<file path="src/rtl/asn1_tlv_stream_parser_top_macros.svh">
// ----------------------------------------------------------------------------
// asn1 tlv stream parser assertion macros
// shared concurrent assertion forms for the parser modules
// ----------------------------------------------------------------------------
`ifndef ASN1_TLV_STREAM_PARSER_TOP_MACROS_SVH
`define ASN1_TLV_STREAM_PARSER_TOP_MACROS_SVH

// same-cycle implication, disabled while reset is high
`define ATLV_ASSERT_NOW(label, clk, rst, ante, cons, msg) \
   label: assert property (@(posedge clk) disable iff (rst) (ante) |-> (cons)) \
      else $error(msg);

// next-cycle implication, disabled while reset is high
`define ATLV_ASSERT_NEXT(label, clk, rst, ante, cons, msg) \
   label: assert property (@(posedge clk) disable iff (rst) (ante) |=> (cons)) \
      else $error(msg);

`endif

</file>
<file path="src/rtl/atlv_pkg.sv">
`timescale 1ns / 1ps
// ----------------------------------------------------------------------------
// atlv_pkg
// types and codes shared by the asn1 tlv stream parser
// ----------------------------------------------------------------------------
package atlv_pkg;

   localparam int unsigned LENGTH_BITS_DEF = 32;
   localparam int unsigned TAG_W           = 32;
   localparam int unsigned LEN_OUT_W       = 32;

   // parser phases
   localparam logic [2:0] PH_ID      = 3'd0;
   localparam logic [2:0] PH_HIGH    = 3'd1;
   localparam logic [2:0] PH_LEN     = 3'd2;
   localparam logic [2:0] PH_LONG    = 3'd3;
   localparam logic [2:0] PH_CONTENT = 3'd4;

   // byte kinds
   localparam logic [2:0] KIND_ID      = 3'd0;
   localparam logic [2:0] KIND_HIGH    = 3'd1;
   localparam logic [2:0] KIND_LEN     = 3'd2;
   localparam logic [2:0] KIND_LONG    = 3'd3;
   localparam logic [2:0] KIND_CONTENT = 3'd4;

   localparam logic [4:0] TAG_ESCAPE = 5'b11111;

   typedef struct packed {
      logic [2:0]           byte_kind;
      logic [1:0]           tag_class;
      logic                 constructed;
      logic [TAG_W-1:0]     tag_number;
      logic [LEN_OUT_W-1:0] content_length;
      logic [7:0]           byte_out;
      logic                 element_end;
      logic                 truncated;
      logic                 oversize;
   } result_type;

endpackage

</file>
<file path="src/rtl/atlv_req_if.sv">
`timescale 1ns / 1ps
// ----------------------------------------------------------------------------
// atlv_req_if
// byte stream channel into the parser
// ----------------------------------------------------------------------------
interface atlv_req_if;
   logic       valid;
   logic       ready;
   logic [7:0] data_byte;
   logic       end_of_data;

   modport source (output valid, output data_byte, output end_of_data, input ready);
   modport sink   (input valid, input data_byte, input end_of_data, output ready);
endinterface

</file>
<file path="src/rtl/atlv_rsp_if.sv">
`timescale 1ns / 1ps
// ----------------------------------------------------------------------------
// atlv_rsp_if
// labelled byte channel out of the parser
// ----------------------------------------------------------------------------
interface atlv_rsp_if;
   logic        valid;
   logic        ready;
   logic [2:0]  byte_kind;
   logic [1:0]  tag_class;
   logic        constructed;
   logic [31:0] tag_number;
   logic [31:0] content_length;
   logic [7:0]  byte_out;
   logic        element_end;
   logic        truncated;
   logic        oversize;

   modport source (output valid, output byte_kind, output tag_class, output constructed,
                   output tag_number, output content_length, output byte_out,
                   output element_end, output truncated, output oversize, input ready);
   modport sink   (input valid, input byte_kind, input tag_class, input constructed,
                   input tag_number, input content_length, input byte_out,
                   input element_end, input truncated, input oversize, output ready);
endinterface

</file>
<file path="src/rtl/asn1_tlv_stream_parser_top.sv">
`timescale 1ns / 1ps
// ----------------------------------------------------------------------------
// asn1_tlv_stream_parser_top
// splits an asn1 ber byte stream into labelled tlv elements, unless rsp_ch stalls, one byte a cycle
// ----------------------------------------------------------------------------
//  channel  dir  payload
//  req_ch   in   data_byte, end_of_data
//  rsp_ch   out  byte_kind, tag_class, constructed, tag_number, content_length,
//                byte_out, element_end, truncated, oversize
//
//  one byte per cycle sustained while rsp_ch does not stall; a transfer on req_ch
//  reaches rsp_ch through the input register, then the result register
//  the parse state advances as a byte moves from the input to the result register
//  synchronous active-high reset returns the parser to the identifier phase
//  a stall on rsp_ch holds the result register and a filled input register; req_ch ready follows within the cycle
// ----------------------------------------------------------------------------
`include "asn1_tlv_stream_parser_top_macros.svh"

module asn1_tlv_stream_parser_top
   import atlv_pkg::*;
#(
   parameter int unsigned LENGTH_BITS = LENGTH_BITS_DEF
) (
   input logic   clock,
   input logic   reset,
   atlv_req_if.sink   req_ch,
   atlv_rsp_if.source rsp_ch
);

   localparam int unsigned LEN_W = (LENGTH_BITS >= 32) ? 32 : LENGTH_BITS;

   logic       in_vld_ff;
   logic [7:0] in_byte_ff;
   logic       in_eod_ff;
   logic       out_vld_ff;
   result_type out_ff;
   result_type step_res;
   logic       advance;
   logic       req_take;

   assign advance  = in_vld_ff && (!out_vld_ff || rsp_ch.ready);
   assign req_take = req_ch.valid && req_ch.ready;
   assign req_ch.ready = !in_vld_ff || advance;

   atlv_core #(
      .LEN_W (LEN_W)
   ) u_core (
      .clock       (clock),
      .reset       (reset),
      .step_en     (advance),
      .data_byte   (in_byte_ff),
      .end_of_data (in_eod_ff),
      .result      (step_res)
   );

   always_ff @(posedge clock) begin
      if (reset) begin
         in_vld_ff <= 1'b0;
      end else if (req_ch.ready) begin
         in_vld_ff <= req_ch.valid;
      end
   end

   always_ff @(posedge clock) begin
      if (req_take) begin
         in_byte_ff <= req_ch.data_byte;
         in_eod_ff  <= req_ch.end_of_data;
      end
   end

   always_ff @(posedge clock) begin
      if (reset) begin
         out_vld_ff <= 1'b0;
      end else if (advance) begin
         out_vld_ff <= 1'b1;
      end else if (rsp_ch.ready) begin
         out_vld_ff <= 1'b0;
      end
   end

   always_ff @(posedge clock) begin
      if (advance) begin
         out_ff <= step_res;
      end
   end

   assign rsp_ch.valid          = out_vld_ff;
   assign rsp_ch.byte_kind      = out_ff.byte_kind;
   assign rsp_ch.tag_class      = out_ff.tag_class;
   assign rsp_ch.constructed    = out_ff.constructed;
   assign rsp_ch.tag_number     = out_ff.tag_number;
   assign rsp_ch.content_length = out_ff.content_length;
   assign rsp_ch.byte_out       = out_ff.byte_out;
   assign rsp_ch.element_end    = out_ff.element_end;
   assign rsp_ch.truncated      = out_ff.truncated;
   assign rsp_ch.oversize       = out_ff.oversize;

   `ATLV_ASSERT_NOW(a_trunc_ends_element, clock, reset, out_vld_ff && out_ff.truncated, out_ff.element_end, "truncated result without element end")
   `ATLV_ASSERT_NEXT(a_held_byte_kept, clock, reset, in_vld_ff && !advance, in_vld_ff && $stable(in_byte_ff), "stalled input byte lost")

endmodule

</file>
<file path="src/rtl/atlv_core.sv">
`timescale 1ns / 1ps
// ----------------------------------------------------------------------------
// atlv_core
// per-element parse state and the one-byte step that labels each byte
// ----------------------------------------------------------------------------
`include "asn1_tlv_stream_parser_top_macros.svh"

module atlv_core
   import atlv_pkg::*;
#(
   parameter int unsigned LEN_W = LENGTH_BITS_DEF
) (
   input  logic       clock,
   input  logic       reset,
   input  logic       step_en,
   input  logic [7:0] data_byte,
   input  logic       end_of_data,
   output result_type result
);

   logic [2:0]       phase_ff, phase_in;
   logic [1:0]       class_ff, class_in;
   logic             cons_ff, cons_in;
   logic [TAG_W-1:0] tag_ff, tag_in;
   logic [6:0]       lbl_ff, lbl_in;
   logic [LEN_W-1:0] len_ff, len_in;
   logic [LEN_W-1:0] cnt_ff, cnt_in;
   logic             over_ff, over_in;

   logic [LEN_W+7:0] len_shift;
   logic             done;
   logic             trunc;
   logic [2:0]       kind;

   assign len_shift = {len_ff, data_byte};

   always_comb begin
      phase_in = phase_ff;
      class_in = class_ff;
      cons_in  = cons_ff;
      tag_in   = tag_ff;
      lbl_in   = lbl_ff;
      len_in   = len_ff;
      cnt_in   = cnt_ff;
      over_in  = over_ff;
      done     = 1'b0;
      kind     = KIND_ID;

      unique case (phase_ff)
         PH_HIGH: begin
            kind = KIND_HIGH;
            if (|tag_ff[TAG_W-1:TAG_W-7]) begin
               tag_in  = '1;
               over_in = 1'b1;
            end else begin
               tag_in = {tag_ff[TAG_W-8:0], data_byte[6:0]};
            end
            if (!data_byte[7]) begin
               phase_in = PH_LEN;
            end
         end
         PH_LEN: begin
            kind = KIND_LEN;
            if (data_byte[7]) begin
               len_in = '0;
               lbl_in = data_byte[6:0];
               if (data_byte[6:0] == 7'd0) begin
                  done     = 1'b1;
                  phase_in = PH_ID;
               end else begin
                  phase_in = PH_LONG;
               end
            end else begin
               len_in = LEN_W'(data_byte);
               if (data_byte == 8'd0) begin
                  done     = 1'b1;
                  phase_in = PH_ID;
               end else begin
                  cnt_in   = LEN_W'(data_byte);
                  phase_in = PH_CONTENT;
               end
            end
         end
         PH_LONG: begin
            kind = KIND_LONG;
            if (|len_shift[LEN_W+7:LEN_W]) begin
               len_in  = '1;
               over_in = 1'b1;
            end else begin
               len_in = len_shift[LEN_W-1:0];
            end
            lbl_in = lbl_ff - 7'd1;
            if (lbl_ff == 7'd1) begin
               if (len_in == '0) begin
                  done     = 1'b1;
                  phase_in = PH_ID;
               end else begin
                  cnt_in   = len_in;
                  phase_in = PH_CONTENT;
               end
            end
         end
         PH_CONTENT: begin
            kind   = KIND_CONTENT;
            cnt_in = cnt_ff - {{(LEN_W-1){1'b0}}, 1'b1};
            if (cnt_in == '0) begin
               done     = 1'b1;
               phase_in = PH_ID;
            end
         end
         default: begin
            // identifier byte, also taken for unused phase codes
            kind     = KIND_ID;
            class_in = data_byte[7:6];
            cons_in  = data_byte[5];
            lbl_in   = '0;
            len_in   = '0;
            cnt_in   = '0;
            over_in  = 1'b0;
            if (data_byte[4:0] == TAG_ESCAPE) begin
               tag_in   = '0;
               phase_in = PH_HIGH;
            end else begin
               tag_in   = TAG_W'(data_byte[4:0]);
               phase_in = PH_LEN;
            end
         end
      endcase

      trunc = end_of_data && !done;
      if (trunc) begin
         phase_in = PH_ID;
      end
   end

   always_comb begin
      result.byte_kind      = kind;
      result.tag_class      = class_in;
      result.constructed    = cons_in;
      result.tag_number     = tag_in;
      result.content_length = LEN_OUT_W'(len_in);
      result.byte_out       = data_byte;
      result.element_end    = done || trunc;
      result.truncated      = trunc;
      result.oversize       = over_in;
   end

   always_ff @(posedge clock) begin
      if (reset) begin
         phase_ff <= PH_ID;
         class_ff <= '0;
         cons_ff  <= 1'b0;
         tag_ff   <= '0;
         lbl_ff   <= '0;
         len_ff   <= '0;
         cnt_ff   <= '0;
         over_ff  <= 1'b0;
      end else if (step_en) begin
         phase_ff <= phase_in;
         class_ff <= class_in;
         cons_ff  <= cons_in;
         tag_ff   <= tag_in;
         lbl_ff   <= lbl_in;
         len_ff   <= len_in;
         cnt_ff   <= cnt_in;
         over_ff  <= over_in;
      end
   end

   `ATLV_ASSERT_NEXT(a_end_returns_to_id, clock, reset, step_en && result.element_end, phase_ff == PH_ID, "element end did not return to identifier phase")
   `ATLV_ASSERT_NOW(a_content_count_live, clock, reset, phase_ff == PH_CONTENT, cnt_ff != '0, "content phase with nothing left to count")
   `ATLV_ASSERT_NOW(a_long_count_live, clock, reset, phase_ff == PH_LONG, lbl_ff != 7'd0, "long length phase with no length bytes left")

endmodule

</file>
<file path="src/flat_wrapper.sv">
// flat-port wrapper written by rule: the top's interface ports become plain ports
module asn1_tlv_stream_parser_top_flat import atlv_pkg::*;
#(
   parameter int unsigned LENGTH_BITS = LENGTH_BITS_DEF
)
  (clock, reset, req_ch_valid, req_ch_data_byte, req_ch_end_of_data, req_ch_ready, rsp_ch_valid, rsp_ch_byte_kind, rsp_ch_tag_class, rsp_ch_constructed, rsp_ch_tag_number, rsp_ch_content_length, rsp_ch_byte_out, rsp_ch_element_end, rsp_ch_truncated, rsp_ch_oversize, rsp_ch_ready);
  atlv_req_if req_ch_i ();
  atlv_rsp_if rsp_ch_i ();
  input logic clock;
  input logic reset;
  input wire logic [$bits(req_ch_i.valid)-1:0] req_ch_valid;
  input wire logic [$bits(req_ch_i.data_byte)-1:0] req_ch_data_byte;
  input wire logic [$bits(req_ch_i.end_of_data)-1:0] req_ch_end_of_data;
  output wire logic [$bits(req_ch_i.ready)-1:0] req_ch_ready;
  output wire logic [$bits(rsp_ch_i.valid)-1:0] rsp_ch_valid;
  output wire logic [$bits(rsp_ch_i.byte_kind)-1:0] rsp_ch_byte_kind;
  output wire logic [$bits(rsp_ch_i.tag_class)-1:0] rsp_ch_tag_class;
  output wire logic [$bits(rsp_ch_i.constructed)-1:0] rsp_ch_constructed;
  output wire logic [$bits(rsp_ch_i.tag_number)-1:0] rsp_ch_tag_number;
  output wire logic [$bits(rsp_ch_i.content_length)-1:0] rsp_ch_content_length;
  output wire logic [$bits(rsp_ch_i.byte_out)-1:0] rsp_ch_byte_out;
  output wire logic [$bits(rsp_ch_i.element_end)-1:0] rsp_ch_element_end;
  output wire logic [$bits(rsp_ch_i.truncated)-1:0] rsp_ch_truncated;
  output wire logic [$bits(rsp_ch_i.oversize)-1:0] rsp_ch_oversize;
  input wire logic [$bits(rsp_ch_i.ready)-1:0] rsp_ch_ready;
  assign req_ch_i.valid = req_ch_valid;
  assign req_ch_i.data_byte = req_ch_data_byte;
  assign req_ch_i.end_of_data = req_ch_end_of_data;
  assign req_ch_ready = req_ch_i.ready;
  assign rsp_ch_valid = rsp_ch_i.valid;
  assign rsp_ch_byte_kind = rsp_ch_i.byte_kind;
  assign rsp_ch_tag_class = rsp_ch_i.tag_class;
  assign rsp_ch_constructed = rsp_ch_i.constructed;
  assign rsp_ch_tag_number = rsp_ch_i.tag_number;
  assign rsp_ch_content_length = rsp_ch_i.content_length;
  assign rsp_ch_byte_out = rsp_ch_i.byte_out;
  assign rsp_ch_element_end = rsp_ch_i.element_end;
  assign rsp_ch_truncated = rsp_ch_i.truncated;
  assign rsp_ch_oversize = rsp_ch_i.oversize;
  assign rsp_ch_i.ready = rsp_ch_ready;
  asn1_tlv_stream_parser_top #(.LENGTH_BITS(LENGTH_BITS)) u_core (.clock(clock), .reset(reset), .req_ch(req_ch_i), .rsp_ch(rsp_ch_i));
endmodule
</file>
<file path="config.mk">
export PLATFORM = sky130hd
export DESIGN_NAME = asn1_tlv_stream_parser_top_flat
export DESIGN_NICKNAME = d
export VERILOG_FILES = /design/src/rtl/atlv_pkg.sv /design/src/rtl/atlv_req_if.sv /design/src/rtl/atlv_rsp_if.sv /design/src/rtl/asn1_tlv_stream_parser_top.sv /design/src/rtl/atlv_core.sv /design/src/flat_wrapper.sv
export VERILOG_INCLUDE_DIRS = /design/src /design/src/rtl
export SDC_FILE = /design/constraint.sdc
export NUM_CORES = 1
export LEC_CHECK = 0
export BUFFER_PORTS_ARGS = -buffer_cell sky130_fd_sc_hd__buf_4
export CELL_PAD_IN_SITES_DETAIL_PLACEMENT = 0
export CELL_PAD_IN_SITES_GLOBAL_PLACEMENT = 2
export CORE_MARGIN = 2
export CORE_UTILIZATION = 40
export CTS_BUF_LIST = sky130_fd_sc_hd__clkbuf_8
export CTS_CLUSTER_SIZE = 8
export DETAILED_ROUTE_END_ITERATION = 10
export PLACE_DENSITY = 0.95
export SETUP_SLACK_MARGIN = 0.3
export SLEW_MARGIN = 40
export SYNTH_ARGS = -nofsm -noshare
export SYNTH_HDL_FRONTEND = slang
export SYNTH_SLANG_ARGS = --single-unit
</file>
<file path="constraint.sdc">
create_clock -name clock -period 6.45 [get_ports clock]
set_input_delay 0.645 -clock clock [delete_from_list [all_inputs] [get_ports clock]]
set_output_delay 0.645 -clock clock [all_outputs]
set_load 0.02 [all_outputs]
</file>
==> Word level (Yosys, flattened, before mapping) <==
Index checks and enable logic that the tools add are counted.
{ "totals": {"regBits": 202, "input_bits": 13, "out_inout_bits": 83} }
{ "classes": {"n_addsub": 2, "eq_ne": 14, "muxes": 39, "bitwise_logic": 2, "reduce_logical": 23} }
{ "ops": {"columns": ["op", "n"], "rows": [
  ["two-way mux 32 bit", 7],
  ["case mux 32 bit (4 select lines)", 1],
  ["case mux 32 bit (3 select lines)", 1],
  ["zero test 32 bit", 2],
  ["case mux 32 bit (2 select lines)", 1],
  ["subtractor 32 x 1 -> 32 bit, second input constant", 1],
  ["case mux 3 bit (4 select lines)", 2],
  ["two-way mux 3 bit", 7],
  ["case mux 7 bit (3 select lines)", 1],
  ["two-way mux 7 bit", 2],
  ["two-way mux 1 bit", 11],
  ["!= test 3 bit, second input constant", 3],
  ["zero test 8 bit", 1],
  ["!= test 2 bit, second input constant", 4],
  ["OR reduction 8 bit", 1],
  ["equality test 7 x 1 -> 1 bit, second input constant", 1],
  ["zero test 7 bit", 1],
  ["OR reduction 7 bit", 1],
  ["subtractor 7 x 1 -> 7 bit, second input constant", 1],
  ["equality test 3 x 2 -> 1 bit, second input constant", 2],
  ["two-way mux 2 bit", 3],
  ["case mux 1 bit (3 select lines)", 2],
  ["AND reduction 6 bit", 1],
  ["equality test 5 bit, second input constant", 1],
  ["14 further kinds", 22]
]} }

==> Logic depth before layout (Yosys ltp) <==
Gate-level depths: netlist (run 1).
{ "logic_depth": {"word_depth": 11, "ltp_mapped": 11} }

==> Cells and area by module <==
From an unflattened synthesis (run 1), not the netlist that was laid out.
{ "hier_totals": {"hier_cells": 1035, "hier_area_um2": 9326.4} }
{ "modules_own_cells": {"columns": ["mod", "instances", "cells_per_inst", "area_per_inst_um2", "seq_area_each_um2"], "rows": [
  ["atlv_core", 1, 935, 6520.0, 2202.1],
  ["asn1_tlv_stream_parser_top", 1, 100, 2806.4, 2742.6]
]} }

==> Worst setup path after synthesis (run 1) <==
Ideal clock, no wire load.
{ "synth_timing": {"path_kind": "input-to-reg", "start": "input port rsp_ch_ready", "end": "register u_core.out_ff (netlist bit u_core.rsp_ch.byte_kind[0]) (enable)", "setup_time_ns": 0.477, "t_arrival_ns": 3.518, "required_ns": 5.973, "slack_ns": 2.455, "stages": 5, "path_buffers": 2, "path_cell_list": "nor2b_1 -> nand2b_1 -> clkbuf_1 -> inv_2 -> clkbuf_1"} }
{ "synth_via": {"elab_chain_len": 2} }
{ "synth_rtl": {"columns": ["element", "line", "text"], "rows": [
  ["start: declaration", "flat_wrapper.sv:25", "input wire logic [$bits(rsp_ch_i.ready)-1:0] rsp_ch_ready;"],
  ["logical OR 1 bit", "asn1_tlv_stream_parser_top.sv:41", "assign advance = in_vld_ff && (!out_vld_ff || rsp_ch.ready);"],
  ["logical AND 1 bit", "asn1_tlv_stream_parser_top.sv:41", null],
  ["net u_core.advance", "asn1_tlv_stream_parser_top.sv:38", "logic advance;"],
  ["end signal: assignment", "asn1_tlv_stream_parser_top.sv:83", "out_ff <= step_res;"],
  ["end: declaration", "asn1_tlv_stream_parser_top.sv:36", "result_type out_ff;"]
]} }
The timed path passes the listed nets, and every way through them passes these cells.
A chain may end at the register's enable or synchronous reset.

==> results.py, run 1 <==
metrics = {
    "layout": {
        "final.fill_count": 2286,
        "mostFrequentLayoutCells": "238 x nand2_1, 127 x nor2_1, 112 x dfxtp_1",
        "nets": 1169,
        "diodes": 0,
        "final_util": 0.476,
        "layout_commonest_cell": "nand2_1",
        "post_layout_nonfiller_instances": 1464,
        "drive_gt1_frac": 0.137,
        "area_growth_pct": 16.7,
    },
    "yosys": {
        "netlist_area_um2": 9250,
        "synth_top_flop_cell": "dfxtp_1",
        "yosys.area.top_type": "edfxtp_1",
        "synth-edff-count": 90,
        "synth_cells": 1083,
        "synth_nets": 1100,
        "syn_avg_cell_area_um2": 8.54,
        "yosys.area.top_type_share": 0.292,
        "synth-async-reset-ratio": 0,
        "synth.distinct_cells": 58,
        "ys_seq_area_frac": 0.535,
        "yosysWarnings": 0,
        "synth_area_leaders": "edfxtp_1 29%, dfxtp_1 24%, nand2_1 9.7%, a21oi_1 5.7%, o21ai_0 5.6%",
        "ys_seq_elements": 202,
    },
    "cts": {
        "clock_latency_ns": 0.53,
        "clk_pin_slew_ns": 0.06,
        "cts-root-buf": "clkbuf_8",
        "cts_hold_buf": 0,
        "cts.sinks": 202,
        "clockBufferDepth": 3,
        "cts_buffers": 36,
        "cts_setup_buffers": 0,
        "cts_tree": "yes",
        "cts_resized": 0,
        "h-tree-depth": 2,
    },
    "global_route": {
        "grt_first_pass_wirelength_mm": 41.7,
        "grt_pass1_vias": 7390,
        "globalRouteTotalUtil": 0.215,
        "antenna_found_initial": 0,
        "grt_max_degree": 91,
        "overflow": 0,
    },
    "timing": {
        "fin_skew_ns": 0.0163,
        "period_share": 0.577,
        "grt_setup_unrepaired": "no",
        "finalSetupViolCount": 0,
        "slew_violations": 0,
        "setup_tns_ns": 0,
        "fin_crit_ns": 3.72,
        "maxSlewHeadroom": 0.486,
        "max_freq_mhz": 269,
        "hold_viol_final": 0,
        "tightest_slew_ns": 0.765,
    },
    "power_and_ir_drop": {
        "ir_drop_mv": 0.131,
        "power_frac_seq": 0.509,
        "p_sw_w": 0.000717,
        "p_int_w": 0.00202,
        "p_leak_nw": 4.15,
        "p_sw_frac": 0.262,
        "combPwrFrac": 0.084,
        "p_per_area_nw_per_um2": 253,
        "clkPwrFrac": 0.407,
    },
    "critical_path": {
        "path_class": "reg -> reg",
        "crit_path_cell_trace": "inv_1 > ha_1 > nor3b_2 > nand4_1 > nor4_1 > xor2_1 > a2111oi_2 > nand3_1 > and2_1",
        "critPathMaxStageDelay_ns": 0.62,
        "startpoint_type": "flop",
        "crit_required_ns": 6.73,
        "path_max_fanout": 17,
        "cp-end-kind": "flop",
        "cp_data_arrival_time_ns": 4.00,
        "slowest_stage": "nor4_1",
    },
    "floorplanning": {
        "die_area_um2": 24300,
        "io_pins": 96,
        "die_x_um": 156,
        "fp.coreArea_um2": 22600,
        "fp-row-count": 55,
        "die_height_um": 156,
        "start_util": 0.408,
    },
    "flow_run": {
        "drv_cap": 0,
    },
    "route": {
        "via_count": 8049,
        "routed_via_density": 5.50,
        "wirelength_mm": 26.2,
        "dr.pass1.iters": 5,
        "ant_nets": 0,
        "avgRoutedWirePerCell_um": 17.9,
        "drc": 0,
        "drt_iter0_drc": 590,
    },
    "place": {
        "dp.cells": 1399,
        "gp_congestion": 0.858,
        "dp_hpwl_mm": 16.8,
        "io_buffers": 95,
    },
    "status": {
        "status": "finished clean",
    },
    "worst_hold_path": {
        "hold_path_class": "in -> reg",
    },
}
[routing by layer]
layer,wire length [µm],track usage,vias up
li1,-,-,3966
met1,12000,0.300,3798
met2,12400,0.348,244
met3,1450,0.0350,41
met4,437,0.0577,0
met5,0,0,-
[final cells by class]
cell class	count	area, µm²	share of cell area
tap	285	357	0.0331
inverter	13	51.3	0.00476
clock buffer	37	509	0.0472
multi-input combinational	794	3980	0.369
timing repair buffer	105	796	0.0738
clock inverter	28	145	0.0135
sequential	202	4940	0.458
[state kept, by name (all words and copies together) (netlist names), 2 cells and up]
| name | cells |
|---|---|
| u_core.rsp_ch.tag_number | 32 |
| u_core.u_core.lbl_ff | 7 |
| u_core.u_core.len_ff | 32 |
| u_core.u_core.phase_ff | 3 |
| u_core.u_core.tag_ff | 32 |
| u_core.u_core.cnt_ff | 32 |
| u_core.in_byte_ff | 8 |
| u_core.rsp_ch.tag_class | 2 |
| u_core.rsp_ch.content_length | 32 |
| u_core.rsp_ch.byte_kind | 3 |
| u_core.rsp_ch.byte_out | 8 |
| u_core.u_core.class_ff | 2 |
[power by group through the flow]
stage	Sequential, W	Combinational [W]	Clock (W)
final	0.00139	0.000229	0.00111
after global routing	0.00139	0.000252	0.00119
after CTS	0.00139	0.000230	0.00114
after detailed placement	0.00142	0.000229	0
after global placement	0.00142	0.000229	0
after floorplan	0.00144	0.000131	0
[critical path: cells and delay by family (launching register included)]
| family | cells | cell delay, ns |
|---|---|---|
| DFF | 1 | 0.38 |
| xor gates and xnor gates | 1 | 0.16 |
| adders and majority gates | 1 | 0.24 |
| buffers and inverters | 1 | 0.08 |
| AOI/OAI and AO/OA | 1 | 0.57 |
| and+or+nand+nor | 5 | 2.03 |
[path summary, 6_finish.rpt]
path	start	depth (start not counted)	endpoint	slack, ns
min	req_ch_data_byte[3]	1	u_core.in_byte_ff[3]$_DFFE_PP_	0.29
max reg2reg	u_core.u_core.cnt_ff[0]$_SDFFE_PP0P_	9	u_core.rsp_ch.truncated$_DFFE_PP_	2.73
max	u_core.u_core.cnt_ff[0]$_SDFFE_PP0P_	9	u_core.rsp_ch.truncated$_DFFE_PP_	2.73
min reg2reg	u_core.u_core.over_ff$_SDFFE_PP0P_	2	u_core.u_core.over_ff$_SDFFE_PP0P_	0.46
[per-stage QoR]
step	total power [W]	area, µm²	hold WS [ns]	setup slack, ns
final	0.00273	10800	0.295	2.73
after global placement	0.00165	10100	0.444	2.75
after detailed placement	0.00165	10100	0.455	2.71
after global routing	0.00284	10800	0.266	2.41
after floorplan	0.00157	9250	0.424	2.46
after CTS	0.00276	10800	0.267	2.78
[synthesized netlist by cell type (all sizes together) (9+ instances only)]
library cell / instances
inv: 13
nor3: 37
a21o: 26
a21oi: 105
or3: 15
dfxtp: 112
nor4: 29
edfxtp: 90
nor2: 127
nand4: 9
nand2: 240
clkbuf: 67
o21ai: 106
a22oi: 10
[cells by family (layout without fill, tap and decap cells)]
family          Yosys count  in the layout  synth area share
buf+inv                  87            183            0.0361
fa+ha+maj                 5              5           0.00650
simple gates            501            501             0.241
flops                   202            202             0.535
compound gates          284            284             0.178
xor+xnor                  4              4           0.00379
Power figures use the tool's default switching activity.
==> inputs of run 2 (changes only) <==
Settings changed: CORE_UTILIZATION 40 to 33, PLACE_DENSITY 0.95 to 0.85.
Clock period 6.45 ns to 3.41 ns, I/O delays scaled along.
==> results.py, run 2 (synthesized netlist as in run 1, its figures left out) <==
metrics = {
    "cts": {
        "h-tree-depth": 2,
        "clk_pin_slew_ns": 0.06,
        "cts.sinks": 202,
        "cts_buffers": 37,
        "cts_tree": "yes",
        "clockBufferDepth": 3,
        "cts-root-buf": "clkbuf_8",
        "clock_latency_ns": 0.54,
    },
    "route": {
        "drc": 0,
        "met1_length_mm": 13.0,
        "wl_met2_mm": 12.3,
        "wirelength_mm": 27.4,
        "dr.pass1.iters": 5,
        "wl_met3_mm": 1.47,
        "ant_nets": 0,
        "highest_layer": "met4",
        "avgRoutedWirePerCell_um": 17.3,
        "routed_via_density": 5.16,
        "via_count": 8181,
        "drt_iter0_drc": 730,
    },
    "place": {
        "gp_congestion": 0.844,
        "io_buffers": 95,
        "dp_hpwl_mm": 17.8,
    },
    "layout": {
        "area_growth_pct": 21.2,
        "drive_gt1_frac": 0.151,
        "diodes": 0,
        "mostFrequentLayoutCells": "240 x nand2_1, 127 x nor2_1, 122 x buf_4",
        "layout_commonest_cell": "nand2_1",
        "final_util": 0.405,
        "nets": 1198,
    },
    "global_route": {
        "antenna_found_initial": 0,
        "overflow": 0,
        "grt_first_pass_wirelength_mm": 42.8,
        "grt_pass1_vias": 7723,
        "globalRouteTotalUtil": 0.185,
        "grt_max_degree": 152,
    },
    "timing": {
        "hold_viol_final": 0,
        "period_share": 0.854,
        "maxSlewHeadroom": 0.461,
        "finalSetupViolCount": 0,
        "tightest_slew_ns": 0.808,
        "max_freq_mhz": 343,
        "fin_crit_ns": 2.91,
        "setup_tns_ns": 0,
        "slew_violations": 0,
        "grt_setup_unrepaired": "no",
        "fin_skew_ns": 0.0232,
    },
    "power_and_ir_drop": {
        "p_per_area_nw_per_um2": 471,
        "combPwrFrac": 0.091,
        "clkPwrFrac": 0.412,
        "p_sw_frac": 0.260,
        "p_int_w": 0.00391,
        "p_sw_w": 0.00137,
        "p_leak_nw": 4.29,
        "power_frac_seq": 0.497,
        "ir_drop_mv": 0.276,
    },
    "floorplanning": {
        "die_area_um2": 29400,
        "fp.coreArea_um2": 27700,
        "die_x_um": 171,
        "die_height_um": 171,
        "start_util": 0.334,
        "fp-row-count": 61,
        "io_pins": 96,
    },
    "critical_path": {
        "crit_required_ns": 3.70,
        "cp-end-kind": "flop",
        "critPathTopFamily": "simple AND/OR/NAND/NOR gates",
        "critPathMaxStageDelay_ns": 0.58,
        "crit_path_cell_trace": "or4_4 > or3_1 > nor4_2 > xor2_1 > a2111oi_4 > nand3_1 > and2_1",
        "r2r-start": "u_core.u_core.cnt_ff[19]$_SDFFE_PP0P_",
        "path_class": "reg -> reg",
        "cp.depth": 7,
        "reg2reg_depth": 7,
        "cp_num_buf_inv": 0,
        "path_max_fanout": 9,
        "slowest_stage": "or4_4",
        "startpoint_type": "flop",
        "cp_data_arrival_time_ns": 3.20,
        "startpoint": "u_core.u_core.cnt_ff[19]$_SDFFE_PP0P_",
    },
    "worst_hold_path": {
        "holdPathStages": 3,
        "hold_path_class": "in -> reg",
        "min-delay-start": "req_ch_valid",
    },
    "status": {
        "status": "finished clean",
    },
    "flow_run": {
        "drv_cap": 0,
    },
}
## run 2: cell types whose count changed in the layout (fill, tap and decap cells not counted), sizes merged
| cell | before | now |
|---|---|---|
| clkinv | 10 | 11 |
| clkbuf | 37 | 40 |
| dlygate4sd3 | 0 | 9 |
| inv | 29 | 26 |
| buf | 105 | 124 |
## run 2: final timing paths
| path | to | slack [ns] |
|---|---|---|
| max | u_core.rsp_ch.truncated$_DFFE_PP_ | 0.50 |
| min | u_core.in_vld_ff$_SDFFE_PP0N_ | 0.04 |
| max reg2reg | u_core.rsp_ch.truncated$_DFFE_PP_ | 0.50 |
| min reg2reg | u_core.u_core.tag_ff[18]$_SDFFE_PP0P_ | 0.46 |
## run 2: timing repair
action / 4_1_cts / 5_1_grt
hold buffers: 9 / 0
setup buffers: 0 / 1
endpoints found under the hold margin: 9 / 0
setup endpoints to repair: 0 / 3
resized for setup: 0 / 4
## run 2: through the flow
stage / instance area [µm²] / hold slack [ns] / cells / setup WS, ns / total power (W)
3_5_place_dp: 10400 / 0.457 / 1510 / 0.376 / 0.00314
3_3_place_gp: 10400 / 0.449 / 1510 / 0.424 / 0.00314
5_1_grt: 11200 / 0.0456 / 1586 / 0.345 / 0.00550
6_report: 11200 / 0.0372 / 1586 / 0.498 / 0.00528
4_1_cts: 11200 / 0.0209 / 1585 / 0.361 / 0.00534
2_1_floorplan: 9250 / 0.424 / 1083 / 0.688 / 0.00296
## run 2: per-layer routing
metal	track usage	vias up
met5	0	-
met4	0.0556	0
met3	0.0292	46
met2	0.292	232
met1	0.261	3875
li1	-	4028
## run 2: area by class of cell
cell class | instances | area [µm²]
flip-flops and latches | 202 | 4940
well taps | 378 | 473
multi-input cells | 794 | 4010
clock buffers | 40 | 551
repair buffers | 133 | 1040
fillers | 2864 | 16500
clock inverters | 26 | 139
inverters | 13 | 53.8
## run 2: worst reg2reg max path, cell delays in order (launching register included)
cell       delay, ns
dfxtp_1         0.36
or4_4           0.58
or3_1           0.48
nor4_2          0.37
xor2_1          0.17
a2111oi_4       0.37
nand3_1         0.14
and2_1          0.20
## run 2: power groups by stage
| stage | sequential (W) | clock (W) | combinational (W) |
|---|---|---|---|
| 2_1_floorplan | 0.00271 | 0 | 0.000248 |
| 3_3_place_gp | 0.00268 | 0 | 0.000463 |
| 3_5_place_dp | 0.00268 | 0 | 0.000462 |
| 4_1_cts | 0.00263 | 0.00224 | 0.000473 |
| 5_1_grt | 0.00263 | 0.00235 | 0.000523 |
| 6_report | 0.00263 | 0.00218 | 0.000479 |
==> inputs of run 3 (changes only) <==
==> constraint.sdc (replaced) <==
create_clock -name clock -period 3.41 [get_ports clock]
set_input_delay 0.1705 -clock clock [delete_from_list [all_inputs] [get_ports clock]]
set_output_delay 0.1705 -clock clock [all_outputs]
set_load 0.02 [all_outputs]
==> results.py, run 3 (synthesized netlist as in run 1, its figures left out) <==
metrics = {
    "floorplanning": {
        "die_height_um": 171,
        "die_x_um": 171,
        "start_util": 0.334,
        "die_area_um2": 29400,
        "fp-row-count": 61,
        "fp.coreArea_um2": 27700,
        "io_pins": 96,
    },
    "route": {
        "routed_via_density": 5.16,
        "dr.pass1.iters": 5,
        "avgRoutedWirePerCell_um": 17.6,
        "via_count": 8226,
        "wirelength_mm": 28.0,
        "drc": 0,
        "ant_nets": 0,
        "drt_iter0_drc": 806,
    },
    "global_route": {
        "grt_pass1_vias": 7823,
        "met2_usage": 0.296,
        "grt_first_pass_wirelength_mm": 44.0,
        "grt_max_degree": 97,
        "overflow": 0,
        "busiest_layer": "met2",
        "use_met1": 0.271,
        "met3_usage": 0.0352,
        "antenna_found_initial": 0,
        "globalRouteTotalUtil": 0.192,
    },
    "timing": {
        "slew_violations": 0,
        "tightest_slew_ns": 0.780,
        "maxSlewHeadroom": 0.480,
        "period_share": 0.859,
        "fin_crit_ns": 2.93,
        "fin_skew_ns": 0.0208,
        "hold_viol_final": 0,
        "setup_tns_ns": 0,
        "finalSetupViolCount": 0,
        "grt_setup_unrepaired": "no",
        "max_freq_mhz": 341,
    },
    "power_and_ir_drop": {
        "ir_drop_mv": 0.247,
        "p_per_area_nw_per_um2": 480,
        "p_leak_nw": 4.36,
    },
    "worst_hold_path": {
        "hold_path_class": "in -> reg",
        "holdPathStages": 2,
        "min-delay-start": "reset",
        "min_to": "u_core.u_core.lbl_ff[4]$_SDFFE_PP0P_",
    },
    "critical_path": {
        "r2r_setup_slack_ns": 0.48,
        "reg2reg_depth": 7,
        "cp-end-kind": "flop",
        "path_class": "reg -> reg",
        "startpoint_type": "flop",
        "path_max_fanout": 9,
        "cp_data_arrival_time_ns": 3.22,
        "r2r-end": "u_core.rsp_ch.truncated$_DFFE_PP_",
        "crit_required_ns": 3.70,
        "r2r-start": "u_core.u_core.cnt_ff[19]$_SDFFE_PP0P_",
    },
    "layout": {
        "nets": 1203,
        "diodes": 0,
        "area_growth_pct": 22.0,
        "post_layout_nonfiller_instances": 1593,
        "drive_gt1_frac": 0.157,
        "mostFrequentLayoutCells": "240 x nand2_1, 127 x nor2_1, 124 x buf_4",
        "layout_commonest_cell": "nand2_1",
    },
    "place": {
        "io_buffers": 95,
        "gp_congestion": 0.891,
        "dp.cells": 1511,
        "dp_hpwl_mm": 18.3,
    },
    "flow_run": {
        "drv_cap": 0,
    },
    "cts": {
        "clockBufferDepth": 3,
        "h-tree-depth": 2,
        "clk_pin_slew_ns": 0.07,
        "clock_latency_ns": 0.54,
        "cts-root-buf": "clkbuf_8",
        "cts.sinks": 202,
        "cts_buffers": 37,
        "cts_tree": "yes",
    },
    "status": {
        "status": "finished clean",
    },
}
## run 3: timing repair
action	CTS	global route
resized for setup	0	3
endpoints found under the hold margin	11	0
setup endpoints to repair	0	3
setup buffers	0	1
hold buffers	12	0
## run 3: area by class of cell
class,count,area [µm²]
fillers,2835,16400
flip-flops and latches,202,4940
multi-input cells,794,4000
repair buffers,138,1080
clock buffers,41,564
well taps,378,473
clock inverters,27,168
inverters,13,53.8
## run 3: through the flow
stage	hold WS, ns	total power, W	worst slack [ns]	cell area [µm²]	util
floorplan	0.269	0.00296	0.688	9250	-
global placement	0.350	0.00314	0.444	10400	0.375
detailed placement	0.350	0.00314	0.356	10400	0.375
CTS	0.142	0.00547	0.344	11200	0.406
global route	0.175	0.00564	0.313	11300	0.407
finish	0.153	0.00541	0.480	11300	0.407
## run 3: worst max-delay path by stage
| stage | from | to | cells past startpoint |
|---|---|---|---|
| after global placement | u_core.u_core.cnt_ff[19]$_SDFFE_PP0P_ | u_core.rsp_ch.truncated$_DFFE_PP_ | 7 |
| after detailed placement | u_core.u_core.cnt_ff[19]$_SDFFE_PP0P_ | u_core.rsp_ch.truncated$_DFFE_PP_ | 7 |
| after floorplan | u_core.u_core.cnt_ff[19]$_SDFFE_PP0P_ | u_core.rsp_ch.truncated$_DFFE_PP_ | 8 |
| final | u_core.u_core.cnt_ff[19]$_SDFFE_PP0P_ | u_core.rsp_ch.truncated$_DFFE_PP_ | 7 |
| after CTS | u_core.u_core.cnt_ff[19]$_SDFFE_PP0P_ | u_core.rsp_ch.truncated$_DFFE_PP_ | 7 |
| after global routing | u_core.u_core.cnt_ff[19]$_SDFFE_PP0P_ | u_core.rsp_ch.truncated$_DFFE_PP_ | 7 |
## run 3: worst max-delay path, cell delays in order, from the launching register on
cell and delay [ns]:
dfxtp_1 0.36, or4_4 0.58, or3_1 0.48, nor4_2 0.34, xor2_1 0.13, a2111oi_2 0.45
nand3_1 0.15, and2_1 0.20
## run 3: routing by layer
| layer | wire length [µm] | share of wire |
|---|---|---|
| met1 | 13300 | 0.48 |
| met5 | 0 | 0 |
| met4 | 588 | 0.021 |
| met3 | 1520 | 0.054 |
| met2 | 12500 | 0.45 |
## run 3: power breakdown
| part | internal (W) | switching, W |
|---|---|---|
| clock network | 0.00126 | 0.00104 |
| logic | 0.000166 | 0.000314 |
| registers | 0.00259 | 0.0000426 |
